$ cat src/hw/rtl/multi_stack_partitioned_memory_macros.svh
// ----------------------------------------------------------------------------
// multi stack memory assertion macros
// shared property shorthands, clocked on clk and disabled during rst
// ----------------------------------------------------------------------------
`ifndef MULTI_STACK_PARTITIONED_MEMORY_MACROS_SVH
`define MULTI_STACK_PARTITIONED_MEMORY_MACROS_SVH

// same-cycle implication
`define MSP_ASSERT_NOW(label, ante, cons) \
  label: assert property (@(posedge clk) disable iff (rst) (ante) |-> (cons)) \
    else $error("msp assertion failed");

// next-cycle implication
`define MSP_ASSERT_NEXT(label, ante, cons) \
  label: assert property (@(posedge clk) disable iff (rst) (ante) |=> (cons)) \
    else $error("msp assertion failed");

`endif

$ cat src/hw/rtl/msp_pkg.sv
// ----------------------------------------------------------------------------
// msp_pkg
// types and fixed field widths of the multi stack memory
// ----------------------------------------------------------------------------
package msp_pkg;

  localparam int OP_W   = 2;
  localparam int SEL_W  = 3;
  localparam int DATA_W = 32;
  localparam int CFG_W  = 4;
  localparam int NUM_STACKS_RESET = 4;

  typedef enum logic [OP_W-1:0] {
    OP_PUSH    = 2'd0,
    OP_POP     = 2'd1,
    OP_DISPLAY = 2'd2
  } op_t;

  typedef enum logic [1:0] {
    ST_OK        = 2'd0,
    ST_FULL      = 2'd1,
    ST_EMPTY     = 2'd2,
    ST_BAD_STACK = 2'd3
  } status_t;

  typedef enum logic [1:0] {
    S_IDLE,
    S_EXEC,
    S_POP,
    S_DISP
  } state_t;

endpackage

$ cat src/hw/rtl/multi_stack_partitioned_memory.sv
// ----------------------------------------------------------------------------
// multi_stack_partitioned_memory
// several lifo stacks in equal segments of one shared memory
// ----------------------------------------------------------------------------
//  channel  signals                              direction
//  cfg      cfg_wr_en, cfg_wr_data               in, write only
//  in       in_valid/in_ready, op, stack_sel,    in
//           value
//  out      out_valid/out_ready, status, data,   out
//           last
//
//  push, bad stack, full and empty are captured, then executed.
//  pop adds a wait for the registered memory read.
//  display returns one beat per stored entry, one beat a cycle while out_ready is high.
//  rst is synchronous and empties every stack; memory contents stay as they were.
//  out_ready low holds the result and stalls the sequencer until taken.
// ----------------------------------------------------------------------------
module multi_stack_partitioned_memory
  import msp_pkg::*;
#(
  parameter int MEM_DEPTH  = 32,
  parameter int MAX_STACKS = 8
) (
  input  logic                     clk,
  input  logic                     rst,
  input  logic                     cfg_wr_en,
  input  logic [CFG_W-1:0]         cfg_wr_data,
  input  logic                     in_valid,
  output logic                     in_ready,
  input  logic [OP_W-1:0]          op,
  input  logic [SEL_W-1:0]         stack_sel,
  input  logic signed [DATA_W-1:0] value,
  output logic                     out_valid,
  input  logic                     out_ready,
  output logic [1:0]               status,
  output logic signed [DATA_W-1:0] data,
  output logic                     last
);

`include "multi_stack_partitioned_memory_macros.svh"

  localparam int AW      = $clog2(MEM_DEPTH);
  localparam int CW      = $clog2(MEM_DEPTH + 1);
  localparam int SW      = (MAX_STACKS > 1) ? $clog2(MAX_STACKS) : 1;
  localparam int NW      = $clog2(MAX_STACKS + 1);
  localparam int WIDE    = CW + SEL_W;
  localparam int NUM_RST = (NUM_STACKS_RESET > MAX_STACKS) ? MAX_STACKS : NUM_STACKS_RESET;
  localparam int SEG_RST = MEM_DEPTH / NUM_RST;

  state_t state, state_next;

  logic [NW-1:0] num_stacks;
  logic [CW-1:0] seg_words;
  logic [CW-1:0] fill_count [MAX_STACKS];
  logic [CW-1:0] seg_tab [MAX_STACKS];
  logic [NW-1:0] n_new;

  logic [OP_W-1:0]   op_r;
  logic [SEL_W-1:0]  sel_r;
  logic [DATA_W-1:0] value_r;

  logic [SW-1:0]   sidx;
  logic            bad;
  logic [CW-1:0]   cnt;
  logic            full;
  logic [WIDE-1:0] base_w;
  logic [AW-1:0]   push_addr, pop_addr, base_addr;

  logic              wr_en, rd_en;
  logic [AW-1:0]     rd_addr;
  logic [DATA_W-1:0] rd_data;

  logic          cnt_we;
  logic [CW-1:0] cnt_val;
  logic [AW-1:0] disp_ptr, disp_ptr_next;
  logic [CW-1:0] disp_left, disp_left_next;

  logic              out_free, out_load;
  status_t           out_status, out_status_next;
  logic [DATA_W-1:0] out_data, out_data_next;
  logic              out_last, out_last_next;

  // segment size for each stack count, fixed at elaboration
  for (genvar g = 0; g < MAX_STACKS; g++) begin : g_seg
    localparam int SEG = MEM_DEPTH / (g + 1);
    assign seg_tab[g] = CW'(SEG);
  end

  always_comb begin
    if (cfg_wr_data == '0) begin
      n_new = NW'(1);
    end else if (32'(cfg_wr_data) > MAX_STACKS) begin
      n_new = NW'(MAX_STACKS);
    end else begin
      n_new = NW'(cfg_wr_data);
    end
  end

  always_ff @(posedge clk) begin
    if (rst) begin
      num_stacks <= NW'(NUM_RST);
      seg_words  <= CW'(SEG_RST);
    end else if (cfg_wr_en) begin
      num_stacks <= n_new;
      seg_words  <= seg_tab[SW'(n_new - 1'b1)];
    end
  end

  always_ff @(posedge clk) begin
    if (rst || cfg_wr_en) begin
      for (int i = 0; i < MAX_STACKS; i++) begin
        fill_count[i] <= '0;
      end
    end else if (cnt_we) begin
      fill_count[sidx] <= cnt_val;
    end
  end

  assign in_ready = (state == S_IDLE);

  always_ff @(posedge clk) begin
    if (in_valid && in_ready) begin
      op_r    <= op;
      sel_r   <= stack_sel;
      value_r <= value;
    end
  end

  // decode of the captured beat
  assign sidx      = SW'(sel_r);
  assign bad       = 32'(sel_r) >= 32'(num_stacks);
  assign cnt       = bad ? '0 : fill_count[sidx];
  assign full      = cnt >= seg_words;
  assign base_w    = WIDE'(seg_words) * WIDE'(sel_r);
  assign base_addr = AW'(base_w);
  assign push_addr = AW'(base_w + WIDE'(cnt));
  assign pop_addr  = AW'(base_w + WIDE'(cnt) - 1'b1);

  assign out_free = !out_valid || out_ready;

  always_ff @(posedge clk) begin
    if (rst) begin
      state <= S_IDLE;
    end else begin
      state <= state_next;
    end
  end

  always_comb begin
    state_next      = state;
    wr_en           = 1'b0;
    rd_en           = 1'b0;
    rd_addr         = disp_ptr;
    cnt_we          = 1'b0;
    cnt_val         = cnt;
    disp_ptr_next   = disp_ptr;
    disp_left_next  = disp_left;
    out_load        = 1'b0;
    out_status_next = ST_OK;
    out_data_next   = '0;
    out_last_next   = 1'b1;
    unique case (state)
      S_IDLE: begin
        if (in_valid) begin
          state_next = S_EXEC;
        end
      end
      S_EXEC: begin
        if (op_r != OP_PUSH && op_r != OP_POP && op_r != OP_DISPLAY) begin
          // unused op code, no result
          state_next = S_IDLE;
        end else if (out_free) begin
          state_next = S_IDLE;
          if (bad) begin
            out_load        = 1'b1;
            out_status_next = ST_BAD_STACK;
          end else begin
            unique case (op_r)
              OP_PUSH: begin
                out_load = 1'b1;
                if (full) begin
                  out_status_next = ST_FULL;
                end else begin
                  wr_en   = 1'b1;
                  cnt_we  = 1'b1;
                  cnt_val = cnt + 1'b1;
                end
              end
              OP_POP, OP_DISPLAY: begin
                if (cnt == '0) begin
                  out_load        = 1'b1;
                  out_status_next = ST_EMPTY;
                end else if (op_r == OP_POP) begin
                  rd_en      = 1'b1;
                  rd_addr    = pop_addr;
                  cnt_we     = 1'b1;
                  cnt_val    = cnt - 1'b1;
                  state_next = S_POP;
                end else begin
                  rd_en          = 1'b1;
                  rd_addr        = base_addr;
                  disp_ptr_next  = base_addr + 1'b1;
                  disp_left_next = cnt;
                  state_next     = S_DISP;
                end
              end
              default: begin
                state_next = S_IDLE;
              end
            endcase
          end
        end
      end
      S_POP: begin
        if (out_free) begin
          out_load      = 1'b1;
          out_data_next = rd_data;
          state_next    = S_IDLE;
        end
      end
      S_DISP: begin
        if (out_free) begin
          out_load      = 1'b1;
          out_data_next = rd_data;
          out_last_next = (disp_left == CW'(1));
          if (disp_left == CW'(1)) begin
            state_next = S_IDLE;
          end else begin
            // fetch the next entry up while this one goes out
            rd_en          = 1'b1;
            disp_ptr_next  = disp_ptr + 1'b1;
            disp_left_next = disp_left - 1'b1;
          end
        end
      end
      default: begin
        state_next = S_IDLE;
      end
    endcase
  end

  always_ff @(posedge clk) begin
    disp_ptr  <= disp_ptr_next;
    disp_left <= disp_left_next;
  end

  msp_stack_ram #(
    .DEPTH (MEM_DEPTH),
    .AW    (AW)
  ) u_ram (
    .clk     (clk),
    .wr_en   (wr_en),
    .wr_addr (push_addr),
    .wr_data (value_r),
    .rd_en   (rd_en),
    .rd_addr (rd_addr),
    .rd_data (rd_data)
  );

  always_ff @(posedge clk) begin
    if (rst) begin
      out_valid <= 1'b0;
    end else if (out_load) begin
      out_valid <= 1'b1;
    end else if (out_ready) begin
      out_valid <= 1'b0;
    end
  end

  always_ff @(posedge clk) begin
    if (out_load) begin
      out_status <= out_status_next;
      out_data   <= out_data_next;
      out_last   <= out_last_next;
    end
  end

  assign status = out_status;
  assign data   = out_data;
  assign last   = out_last;

  `MSP_ASSERT_NOW(a_no_overwrite, out_load, !out_valid || out_ready)
  `MSP_ASSERT_NOW(a_count_in_segment, cnt_we, cnt_val <= seg_words)
  `MSP_ASSERT_NEXT(a_last_ends_item, out_load && out_last_next, state == S_IDLE)
  `MSP_ASSERT_NEXT(a_accept_executes, in_valid && in_ready, state == S_EXEC)

endmodule

$ cat src/hw/rtl/msp_stack_ram.sv
// ----------------------------------------------------------------------------
// msp_stack_ram
// shared stack storage, one write and one read port, registered read data
// ----------------------------------------------------------------------------
module msp_stack_ram
  import msp_pkg::*;
#(
  parameter int DEPTH = 32,
  parameter int AW    = $clog2(DEPTH)
) (
  input  logic              clk,
  input  logic              wr_en,
  input  logic [AW-1:0]     wr_addr,
  input  logic [DATA_W-1:0] wr_data,
  input  logic              rd_en,
  input  logic [AW-1:0]     rd_addr,
  output logic [DATA_W-1:0] rd_data
);

  logic [DATA_W-1:0] mem [DEPTH];

  always_ff @(posedge clk) begin
    if (wr_en) begin
      mem[wr_addr] <= wr_data;
    end
  end

  // read data holds until the next read
  always_ff @(posedge clk) begin
    if (rd_en) begin
      rd_data <= mem[rd_addr];
    end
  end

endmodule
$ cat config.mk
export PLATFORM = sky130hd
export DESIGN_NAME = multi_stack_partitioned_memory
export DESIGN_NICKNAME = d
export VERILOG_FILES = /design/src/hw/rtl/msp_pkg.sv /design/src/hw/rtl/multi_stack_partitioned_memory.sv /design/src/hw/rtl/msp_stack_ram.sv
export VERILOG_INCLUDE_DIRS = /design/src /design/src/hw/rtl
export SDC_FILE = /design/constraint.sdc
export NUM_CORES = 1
export LEC_CHECK = 0
export BUFFER_PORTS_ARGS = -buffer_cell sky130_fd_sc_hd__buf_2
export CAP_MARGIN = 25
export CORE_UTILIZATION = 30
export CTS_BUF_LIST = sky130_fd_sc_hd__clkbuf_8
export DETAILED_ROUTE_END_ITERATION = 10
export SLEW_MARGIN = 10
export SYNTH_ARGS = -nofsm -noshare
export SYNTH_HDL_FRONTEND = slang
export SYNTH_SLANG_ARGS = --single-unit
export TNS_END_PERCENT = 100
$ cat constraint.sdc
create_clock -name clk -period 8.3 [get_ports clk]
set_clock_uncertainty 0.1 [all_clocks]
set_input_delay 0.415 -clock clk [delete_from_list [all_inputs] [get_ports clk]]
set_output_delay 0.415 -clock clk [all_outputs]
set_load 0.01 [all_outputs]
==> impl_metrics.tcl <==
set metrics [dict create \
    finalPower_mw 12.6 \
    clk_latency_ns 0.89 \
    ctsHoldBuffers 48 \
    holdWs_ns 0.130 \
    globalRouteTotalUtil_pct 16.9 \
    worstPathRequired_ns 8.77 \
    cts_root_buf "clkbuf_8" \
    cts_made_buffers 188 \
    setup_viol 0 \
    grt_first_pass_wirelength_mm 204 \
    synth_fp_nets 3716 \
    layout_common_cells "edfxtp_1, nand2_1, nand3_1" \
    layout_min_cycle_time_ns 6.78 \
    ys_types 69 \
    crit_top_cell "a21o_1" \
    p_leak_nw 19.2 \
    max-cap-violations 0 \
    synth-edff-count 1187 \
    worst_slew_pin_slew_ns 1.19 \
    p_per_area_mw_per_mm2 224 \
    cp_slowest_cell "nor2_4" \
    reg2regPathDepth 18 \
    max_freq_ghz 0.147 \
    overflow 0 \
    drt_iter0_markers 3390 \
    grt_setup_unrepaired "false" \
    cp.depth 18 \
    worst_path_largest_cell_delay_ns 0.95 \
    cts_max_path_buffers 3 \
    path_clk_slew_ns 0.06 \
    dpl.hpwl_mm 83.9 \
    finalMaxSlewViolations 0 \
    setup_tns_ns 0 \
    end_kind "flop" \
    highest_layer "met4" \
    final_nets 3928 \
    routed_wl_mm 140 \
    ctsHtreeMaxLevel 4 \
    drt_pass1_iterations 6 \
    ys.flop_type "edfxtp_1" \
    wire_per_inst_um 22.7 \
    cp_top_family "simple AND/OR/NAND/NOR gates" \
    start_util_pct 30.2 \
    wl_met1_mm 60.8 \
    antenna_found_initial 2 \
    start_kind "flop" \
    syn_to_final_growth_pct 15.8 \
    synth_area_per_cell_um2 13.4 \
    slew_headroom_pct 20.5 \
    vias 30800 \
    cp_max_fo 21 \
    route.detailed.drc 0 \
    ant_nets 0 \
    die_w_um 404 \
    grt_max_degree 120 \
    yosysWarnings 0 \
    holdPathStages 2 \
    hp-class "in2reg" \
    outcome "completed" \
    period_share_pct 81.7 \
    grt_pass1_vias 29800 \
    crit_type "reg2reg" \
    fillerInstances 15400 \
    wl_met2_mm 64.6 \
    synth_seq_cells 1203 \
    via_per_inst 5.00 \
    hp-start "value[21]" \
    arrival_ns 7.26 \
    num_rows 147 \
    async_flop_share_pct 0 \
    fp.dieH_um 404 \
    port_buffers 82 \
    core_region_area_mm2 0.161 \
    cts-resized-gates 0 \
    path_buf_inv 2 \
    wl_met3_mm 10.1 \
    syn_inst 3635 \
    cts_setup_buffers 0 \
    rrSetupSlack_ns 1.52 \
    final_layout_size_suffix_gt1_share_pct 12.4 \
    ys_seq_area_share_pct 74.1 \
    place_congestion 0.872 \
    ios 83 \
    r2r_start "sel_r[0]" \
    finalHoldViolCount 0 \
    cts_tree "yes" \
    cp-startpoint "sel_r[0]" \
    die-area_mm2 0.164 \
    final_common_cell "edfxtp_1" \
    synth_area_mm2 0.0486 \
    peakVddDrop_mv 0.152 \
    path_cells "inv_1, ha_1, nand2b_1, a211oi_1, nor2_1, or2_2, ha_1, nand2b_1, a21o_1, a21o_1, a21o_1, a21o_1, a21oi_1, nand2_1, nor3_1, nand2_1, nor2_4, buf_4" \
    cts.sinks 1203 \
]
==> state kept, by name, summed over array words and instances, names as in the netlist, named ones only <==
name and count:
last 1, num_stacks 4, u_ram.mem 1024, state 2, data 32, value_r 32, disp_ptr 5, seg_words 6
sel_r 3, out_valid 1, disp_left 6, op_r 2, fill_count 48, u_ram.rd_data 32, status 2
==> worst paths after layout <==
kind | endpoint
max | u_ram.mem[1][17]
min | value_r[21]
max reg2reg | u_ram.mem[1][17]
min reg2reg | seg_words[5]
==> synthesized netlist by cell type (3+ instances only) <==
master / count / area share, %
buf_2: 77 / 0.79
buf_4: 7 / 0.11
mux2i_1: 97 / 2.0
mux2_2: 4 / 0.093
and3_1: 64 / 0.82
nand3_1: 360 / 3.7
a21o_1: 8 / 0.12
xor2_1: 6 / 0.11
nand4_1: 64 / 0.82
buf_6: 10 / 0.23
clkbuf_1: 105 / 0.81
dfxtp_1: 16 / 0.66
nor2b_1: 8 / 0.10
nand2_1: 955 / 7.4
a211oi_1: 8 / 0.12
a31oi_1: 34 / 0.44
a22oi_1: 3 / 0.046
o21ai_0: 13 / 0.13
a21boi_0: 31 / 0.48
inv_1: 25 / 0.19
edfxtp_1: 1187 / 73
nand2b_1: 10 / 0.13
o21ai_1: 33 / 0.34
ha_1: 31 / 0.80
nor2_1: 127 / 0.98
o31ai_1: 34 / 0.53
a221oi_1: 32 / 0.58
a21oi_1: 147 / 1.5
or4_1: 32 / 0.49
fa_1: 4 / 0.16
nor3_1: 5 / 0.052
o21a_1: 4 / 0.062
mux4_2: 8 / 0.37
xnor2_1: 15 / 0.27
and2_1: 10 / 0.13
or2_2: 4 / 0.052
buf_1: 18 / 0.14
==> metal layers <==
metal	up-vias	GRT usage, %
li1	13800	-
met1	15500	23.4
met2	1278	26.4
met3	208	2.95
met4	0	6.28
met5	-	0
==> through the flow <==
stage          worst slack, ns  instances  instance area, µm²  utilization (%)
4_1_cts                   1.62       6154               56200             35.0
6_report                  1.52       6159               56300             35.0
3_3_place_gp              1.66       5755               51900             32.3
5_1_grt                   1.20       6157               56300             35.0
2_1_floorplan             2.56       3635               48600                -
3_5_place_dp              1.62       5767               52100             32.5
==> area by class of cell <==
| class | count | area (µm²) | area share [%] |
|---|---|---|---|
| Tap cell | 2160 | 2700 | 4.80 |
| Multi-Input combinational cell | 2189 | 11800 | 21.0 |
| Antenna cell | 3 | 7.51 | 0.0133 |
| Inverter | 26 | 97.6 | 0.173 |
| Clock buffer | 190 | 2620 | 4.65 |
| Clock inverter | 149 | 960 | 1.71 |
| Sequential cell | 1203 | 36000 | 63.9 |
| Timing Repair Buffer | 239 | 2080 | 3.71 |
==> logic make-up after synthesis <==
group | synth area share [%]
buf+inv | 2.29
compound gates | 4.85
simple gates | 14.8
xor+xnor | 0.428
mux | 2.59
flops | 74.1
fa+ha+maj | 0.963
==> power breakdown <==
part / leakage (nW) / total [mW] / internal (mW) / switching (mW)
sequential: 10.9 / 6.81 / 6.77 / 0.0397
clock: 1.98 / 4.82 / 2.41 / 2.41
combinational: 6.34 / 0.975 / 0.278 / 0.697
total: 19.2 / 12.6 / 9.46 / 3.15
No activity file was read; power rests on OpenSTA's default activity.
